`config.mk`:
```
export PLATFORM = sky130hd
export DESIGN_NAME = ipr_ctrl
export DESIGN_NICKNAME = d
export VERILOG_FILES = /design/src/design/ipr_pkg.sv /design/src/design/ipr_ctrl.sv
export SDC_FILE = /design/constraint.sdc
export NUM_CORES = 1
export LEC_CHECK = 0
export BUFFER_PORTS_ARGS = -buffer_cell sky130_fd_sc_hd__buf_2
export CAP_MARGIN = 15
export CORE_AREA = 5 5 42 44
export CTS_CLUSTER_SIZE = 40
export DETAILED_ROUTE_END_ITERATION = 10
export DIE_AREA = 0 0 47 49
export GPL_TIMING_DRIVEN = 0
export PLACE_DENSITY_LB_ADDON = 0.08
export SLEW_MARGIN = 15
export SYNTH_ARGS = -nofsm -noshare
export SYNTH_HDL_FRONTEND = slang
export SYNTH_SLANG_ARGS = --single-unit
```
`constraint.sdc`:
```
create_clock -name clk_i -period 2.4 [get_ports clk_i]
set_input_delay 0.12 -clock clk_i [delete_from_list [all_inputs] [get_ports clk_i]]
set_output_delay 0.12 -clock clk_i [all_outputs]
set_load 0.05 [all_outputs]
```
`src/design/ipr_pkg.sv`:
```
`default_nettype none
// ----------------------------------------------------------------------------
// ipr_pkg
// shared types and constants of the invalid pixel repair block
// ----------------------------------------------------------------------------
package ipr_pkg;

  localparam int unsigned MaxWidthDef = 4096;
  localparam int unsigned MaxHeight   = 4096;

  localparam int unsigned CompW  = 32;           // one color component
  localparam int unsigned PixW   = 3 * CompW;    // red, green, blue
  localparam int unsigned SumW   = CompW + 3;    // sum of up to eight components
  localparam int unsigned DsrW   = 16;           // divisor width
  localparam int unsigned CountW = 4;            // neighbor count, up to eight
  localparam int unsigned RowW   = 12;
  localparam int unsigned HgtW   = 13;
  localparam int unsigned CfgW   = 16;
  localparam int unsigned CfgIdxW = 2;

  localparam logic [12:0] WidthRst  = 13'd640;
  localparam logic [12:0] HeightRst = 13'd480;
  localparam logic [15:0] PassRst   = 16'd1;

  localparam logic [2:0] NbLast   = 3'd7;
  localparam logic [1:0] CompLast = 2'd2;

  typedef enum logic [1:0] {
    CFG_WIDTH  = 2'd0,
    CFG_HEIGHT = 2'd1,
    CFG_PASS   = 2'd2
  } ipr_cfg_e;

  typedef enum logic {
    CMD_PIXEL = 1'b0,
    CMD_DRAIN = 1'b1
  } ipr_op_e;

  typedef enum logic [3:0] {
    ST_IDLE,
    ST_HEAD,
    ST_LOAD,
    ST_NB_RD,
    ST_NB_ACC,
    ST_MEAN_CHK,
    ST_MDIV_GO,
    ST_MDIV_WAIT,
    ST_UPDATE,
    ST_NDIV_GO,
    ST_NDIV_WAIT,
    ST_OUT
  } ipr_state_e;

  typedef struct packed {
    logic push;
    logic rd_head;
    logic load;
    logic nb_rd;
    logic nb_acc;
    logic div_start;
    logic div_mean;
    logic div_take;
    logic update;
    logic out_load;
  } ipr_cmd_t;

  typedef struct packed {
    logic emit_push;
    logic pending;
    logic bad;
    logic n_zero;
    logic nb_last;
    logic comp_last;
    logic div_done;
    logic out_free;
  } ipr_sts_t;

endpackage
`default_nettype wire

```
`src/design/ipr_ctrl.sv`:
```
`default_nettype none
// ----------------------------------------------------------------------------
// ipr_ctrl
// sequencer of one pixel: head read, neighbor sweep, divisions, output
// ----------------------------------------------------------------------------
module ipr_ctrl (
  input  wire logic          clk_i,
  input  wire logic          rst_ni,
  input  wire logic          s_valid_i,
  input  wire logic          s_drain_i,
  input  wire ipr_pkg::ipr_sts_t sts_i,
  output logic               s_ready_o,
  output ipr_pkg::ipr_cmd_t  cmd_o
);
  import ipr_pkg::*;

  ipr_state_e state_q, state_d;

  always_ff @(posedge clk_i or negedge rst_ni) begin
    if (!rst_ni) state_q <= ST_IDLE;
    else         state_q <= state_d;
  end

  always_comb begin
    state_d = state_q;
    case (state_q)
      ST_IDLE: begin
        if (s_valid_i) begin
          if (s_drain_i == CMD_PIXEL) begin
            if (sts_i.emit_push) state_d = ST_HEAD;
          end else if (sts_i.pending) begin
            state_d = ST_HEAD;
          end
        end
      end
      ST_HEAD:      state_d = ST_LOAD;
      ST_LOAD:      state_d = sts_i.bad ? ST_NB_RD : ST_UPDATE;
      ST_NB_RD:     state_d = ST_NB_ACC;
      ST_NB_ACC:    state_d = sts_i.nb_last ? ST_MEAN_CHK : ST_NB_RD;
      ST_MEAN_CHK:  state_d = sts_i.n_zero ? ST_UPDATE : ST_MDIV_GO;
      ST_MDIV_GO:   state_d = ST_MDIV_WAIT;
      ST_MDIV_WAIT: begin
        if (sts_i.div_done) state_d = sts_i.comp_last ? ST_UPDATE : ST_MDIV_GO;
      end
      ST_UPDATE:    state_d = sts_i.bad ? ST_OUT : ST_NDIV_GO;
      ST_NDIV_GO:   state_d = ST_NDIV_WAIT;
      ST_NDIV_WAIT: begin
        if (sts_i.div_done) state_d = sts_i.comp_last ? ST_OUT : ST_NDIV_GO;
      end
      ST_OUT:       if (sts_i.out_free) state_d = ST_IDLE;
      default:      state_d = ST_IDLE;
    endcase
  end

  always_comb begin
    cmd_o     = '0;
    s_ready_o = 1'b0;
    case (state_q)
      ST_IDLE: begin
        s_ready_o  = 1'b1;
        cmd_o.push = s_valid_i && (s_drain_i == CMD_PIXEL);
      end
      ST_HEAD:   cmd_o.rd_head = 1'b1;
      ST_LOAD:   cmd_o.load    = 1'b1;
      ST_NB_RD:  cmd_o.nb_rd   = 1'b1;
      ST_NB_ACC: cmd_o.nb_acc  = 1'b1;
      ST_MDIV_GO: begin
        cmd_o.div_start = 1'b1;
        cmd_o.div_mean  = 1'b1;
      end
      ST_MDIV_WAIT: begin
        cmd_o.div_mean = 1'b1;
        cmd_o.div_take = sts_i.div_done;
      end
      ST_UPDATE:    cmd_o.update    = 1'b1;
      ST_NDIV_GO:   cmd_o.div_start = 1'b1;
      ST_NDIV_WAIT: cmd_o.div_take  = sts_i.div_done;
      ST_OUT:       cmd_o.out_load  = sts_i.out_free;
      default: ;
    endcase
  end
endmodule
`default_nettype wire

```
==> impl_metrics.py <==
metrics = {
    "synthesis": {
        "seq_area_frac_synth": 0.199,
        "ys_warn_count": 0,
        "synth_cells": 62,
        "synth.largest_area_cell": "dfrtp_1",
        "synthFlopType": "dfrtp_1",
        "yosysTopAreaCellShare": 0.199,
        "syn_avg_cell_area_um2": 8.13,
        "synth-edff-count": 0,
        "syn-num-nets": 74,
        "synthArstFlopShare": 1.00,
        "ys_ff_latch": 4,
        "syn-cell-area_um2": 504,
        "ys_types": 31,
        "netlist_top_cells_area": "dfrtp_1, nand2b_1, nor4bb_1, nor4b_1, nor3_1",
    },
    "sta": {
        "hold_violations": 0,
        "clock_skew_ns": 0.000863,
        "setup_tns_ns": 0,
        "fmax_mhz": 510,
        "rsz0062_at_grt": "no",
        "setup_viol": 0,
        "layout_worst_path_cycle_share": 0.817,
        "worst_slew_pin_slew_ns": 0.419,
        "layout_setup_ws_ns": 0.438,
        "drv_slew": 0,
        "holdWs_ns": 0.122,
        "period_minus_slack_ns": 1.96,
        "maxSlewHeadroom": 0.720,
    },
    "floorplanning": {
        "die_w_um": 47,
        "start_util": 0.360,
        "die_area_um2": 2300,
        "die_height_um": 49,
        "core_area_um2": 1400,
        "rows": 14,
        "ioPinCount": 23,
    },
    "global_routing": {
        "gr-usage-all-layers": 0.146,
        "grt_start_max_net_pins": 11,
        "grt_pass1_wl_um": 2490,
        "antenna_found_initial": 0,
        "first_global_vias": 537,
        "grt.overflow.total": 0,
    },
    "cells_and_area": {
        "largest_reg_flops": 4,
        "drive_gt1_frac": 0.352,
        "areaGrowthSynthToFinish_pct": 32.3,
        "largestRegisters": "state_q x4",
        "utilization": 0.476,
        "nets": 102,
        "final_area_um2": 667,
        "layoutNonFillerInstCount": 104,
        "antenna_cells": 0,
        "top_register": "state_q",
    },
    "power_and_ir_drop": {
        "p_total_mw": 0.935,
        "switching_share": 0.567,
        "pwr-share-comb": 0.758,
        "p_int_mw": 0.405,
        "ir_worst_vdd_uv": 474,
        "p_leak_nw": 0.311,
        "power_frac_seq": 0.147,
        "p_sw_mw": 0.530,
        "pwr-share-clk": 0.096,
        "power.density_nw_per_um2": 1400,
    },
    "setup_path": {
        "startpoint": "state_q[3]$_DFFE_PN0P_",
        "slowest_delay_ns": 0.34,
        "r2r_start": "state_q[0]$_DFFE_PN0P_",
        "path_class": "reg2out",
        "cp_slowest_cell": "clkbuf_1",
        "worst-path-stages": 6,
        "ff2ff_path_depth": 3,
        "regToRegEndpoint": "state_q[3]$_DFFE_PN0P_",
        "crit_chain": "buf_2 > clkbuf_1 > nand2b_1 > o21ai_0 > and3_1 > buf_2",
        "cp_common_cell": "buf_2",
        "cp-start-kind": "flop",
        "ff2ff_setup_slack_ns": 0.64,
        "worstSetupEndpointType": "primary output",
        "crit_family": "buffers and inverters",
        "crit_end": "cmd_o[2]",
        "worst-path-buf-inv": 3,
        "crit_fanout": 10,
        "worstPathRequired_ns": 2.28,
        "crit_arrival_ns": 1.84,
    },
    "clock_tree": {
        "cts_max_level": 1,
        "cts_root_buf": "clkbuf_4",
        "clockBufferDepth": 2,
        "cts_sinks": 4,
        "clkSlewWorstSetupHoldPaths_ns": 0.04,
        "clock_latency_ns": 0.24,
        "cts_tree": "built",
        "cts_buffers": 3,
    },
    "placed_design": {
        "placedCellCount": 100,
        "numPortBuffers": 22,
        "hpwl_um": 1040,
        "gp_congestion": 0.793,
        "place_ws_ns": 0.655,
        "place_area_um2": 634,
    },
    "routing": {
        "dr.pass1.iters": 4,
        "drc": 0,
        "routed_wl_um": 1430,
        "drt_iter0_drc": 10,
        "postRouteAntennaNets": 0,
        "wl_per_cell_um": 13.8,
        "via_per_inst": 5.38,
        "vias": 559,
    },
    "flow_run": {
        "cap_violations": 0,
    },
    "run_status": {
        "status": "completed",
    },
    "min_path": {
        "hold_class": "in2reg",
    },
}
[routing by layer]
metal,share of wire,GRT usage
met3,0.051,0.0332
met1,0.48,0.228
met2,0.46,0.195
met5,0,0
met4,0,0.0415
[logic make-up (layout without fill, tap and decap cells)]
| family | after synthesis | count (layout) | synth area share |
|---|---|---|---|
| compound gates | 16 | 16 | 0.256 |
| buf+inv | 9 | 35 | 0.0843 |
| flops | 4 | 4 | 0.199 |
| mux | 4 | 4 | 0.0844 |
| simple gates | 29 | 29 | 0.377 |
[worst min path at each step]
stage               startpoint  cells after the start                      to
finish                sts_i[1]                      2  state_q[2]$_DFFE_PN0P_
global placement        rst_ni                      1  state_q[0]$_DFFE_PN0P_
detailed placement      rst_ni                      1  state_q[0]$_DFFE_PN0P_
CTS                   sts_i[1]                      2  state_q[2]$_DFFE_PN0P_
global route          sts_i[1]                      2  state_q[2]$_DFFE_PN0P_
floorplan               rst_ni                      0  state_q[0]$_DFFE_PN0P_
[timing repair]
item,4_1_cts,5_1_grt
hold buffers,1,0
resized for setup,0,0
hold endpoints to repair,4,0
setup buffers,0,0
[cells in the final DEF (no fill, tap or decap), drive strengths merged, types with 2 or more instances in the layout]
| cell | n |
|---|---|
| inv | 3 |
| o31ai | 2 |
| nand2b | 5 |
| nand2 | 3 |
| nor2b | 3 |
| o21ai | 4 |
| mux2 | 2 |
| mux2i | 2 |
| nor3b | 2 |
| nor3 | 5 |
| a21boi | 2 |
| buf | 24 |
| clkbuf | 7 |
| nor4b | 3 |
| nor4bb | 3 |
| o22ai | 2 |
| dfrtp | 4 |
[synth_stat cells, types with 2 or more instances]
cell      instances
nand2_1           3
mux2_1            2
nor3b_1           2
dfrtp_1           4
clkbuf_1          4
inv_1             3
mux2i_1           2
nor4b_1           3
nor2b_1           3
o21ai_0           3
nand2b_1          5
nor4bb_1          3
o22ai_1           2
a21boi_0          2
nor3_1            5
[power groups by stage]
| stage | Combinational, mW | Clock [mW] | Sequential, mW |
|---|---|---|---|
| global placement | 0.704 | 0 | 0.136 |
| CTS | 0.710 | 0.0915 | 0.137 |
| finish | 0.708 | 0.0895 | 0.137 |
| floorplan | 0.570 | 0 | 0.124 |
| global route | 0.772 | 0.0953 | 0.143 |
| detailed placement | 0.708 | 0 | 0.137 |
[layout make-up]
class                      count  area, µm²
buffer                         6       31.3
multi-input combinational     49        362
timing repair buffer          23        120
clock buffer                   3       22.5
sequential                     4        100
inverter                       3       11.3
tap                           16       20.0
fill                         158        734
No activity file was read; power rests on OpenSTA's default activity.
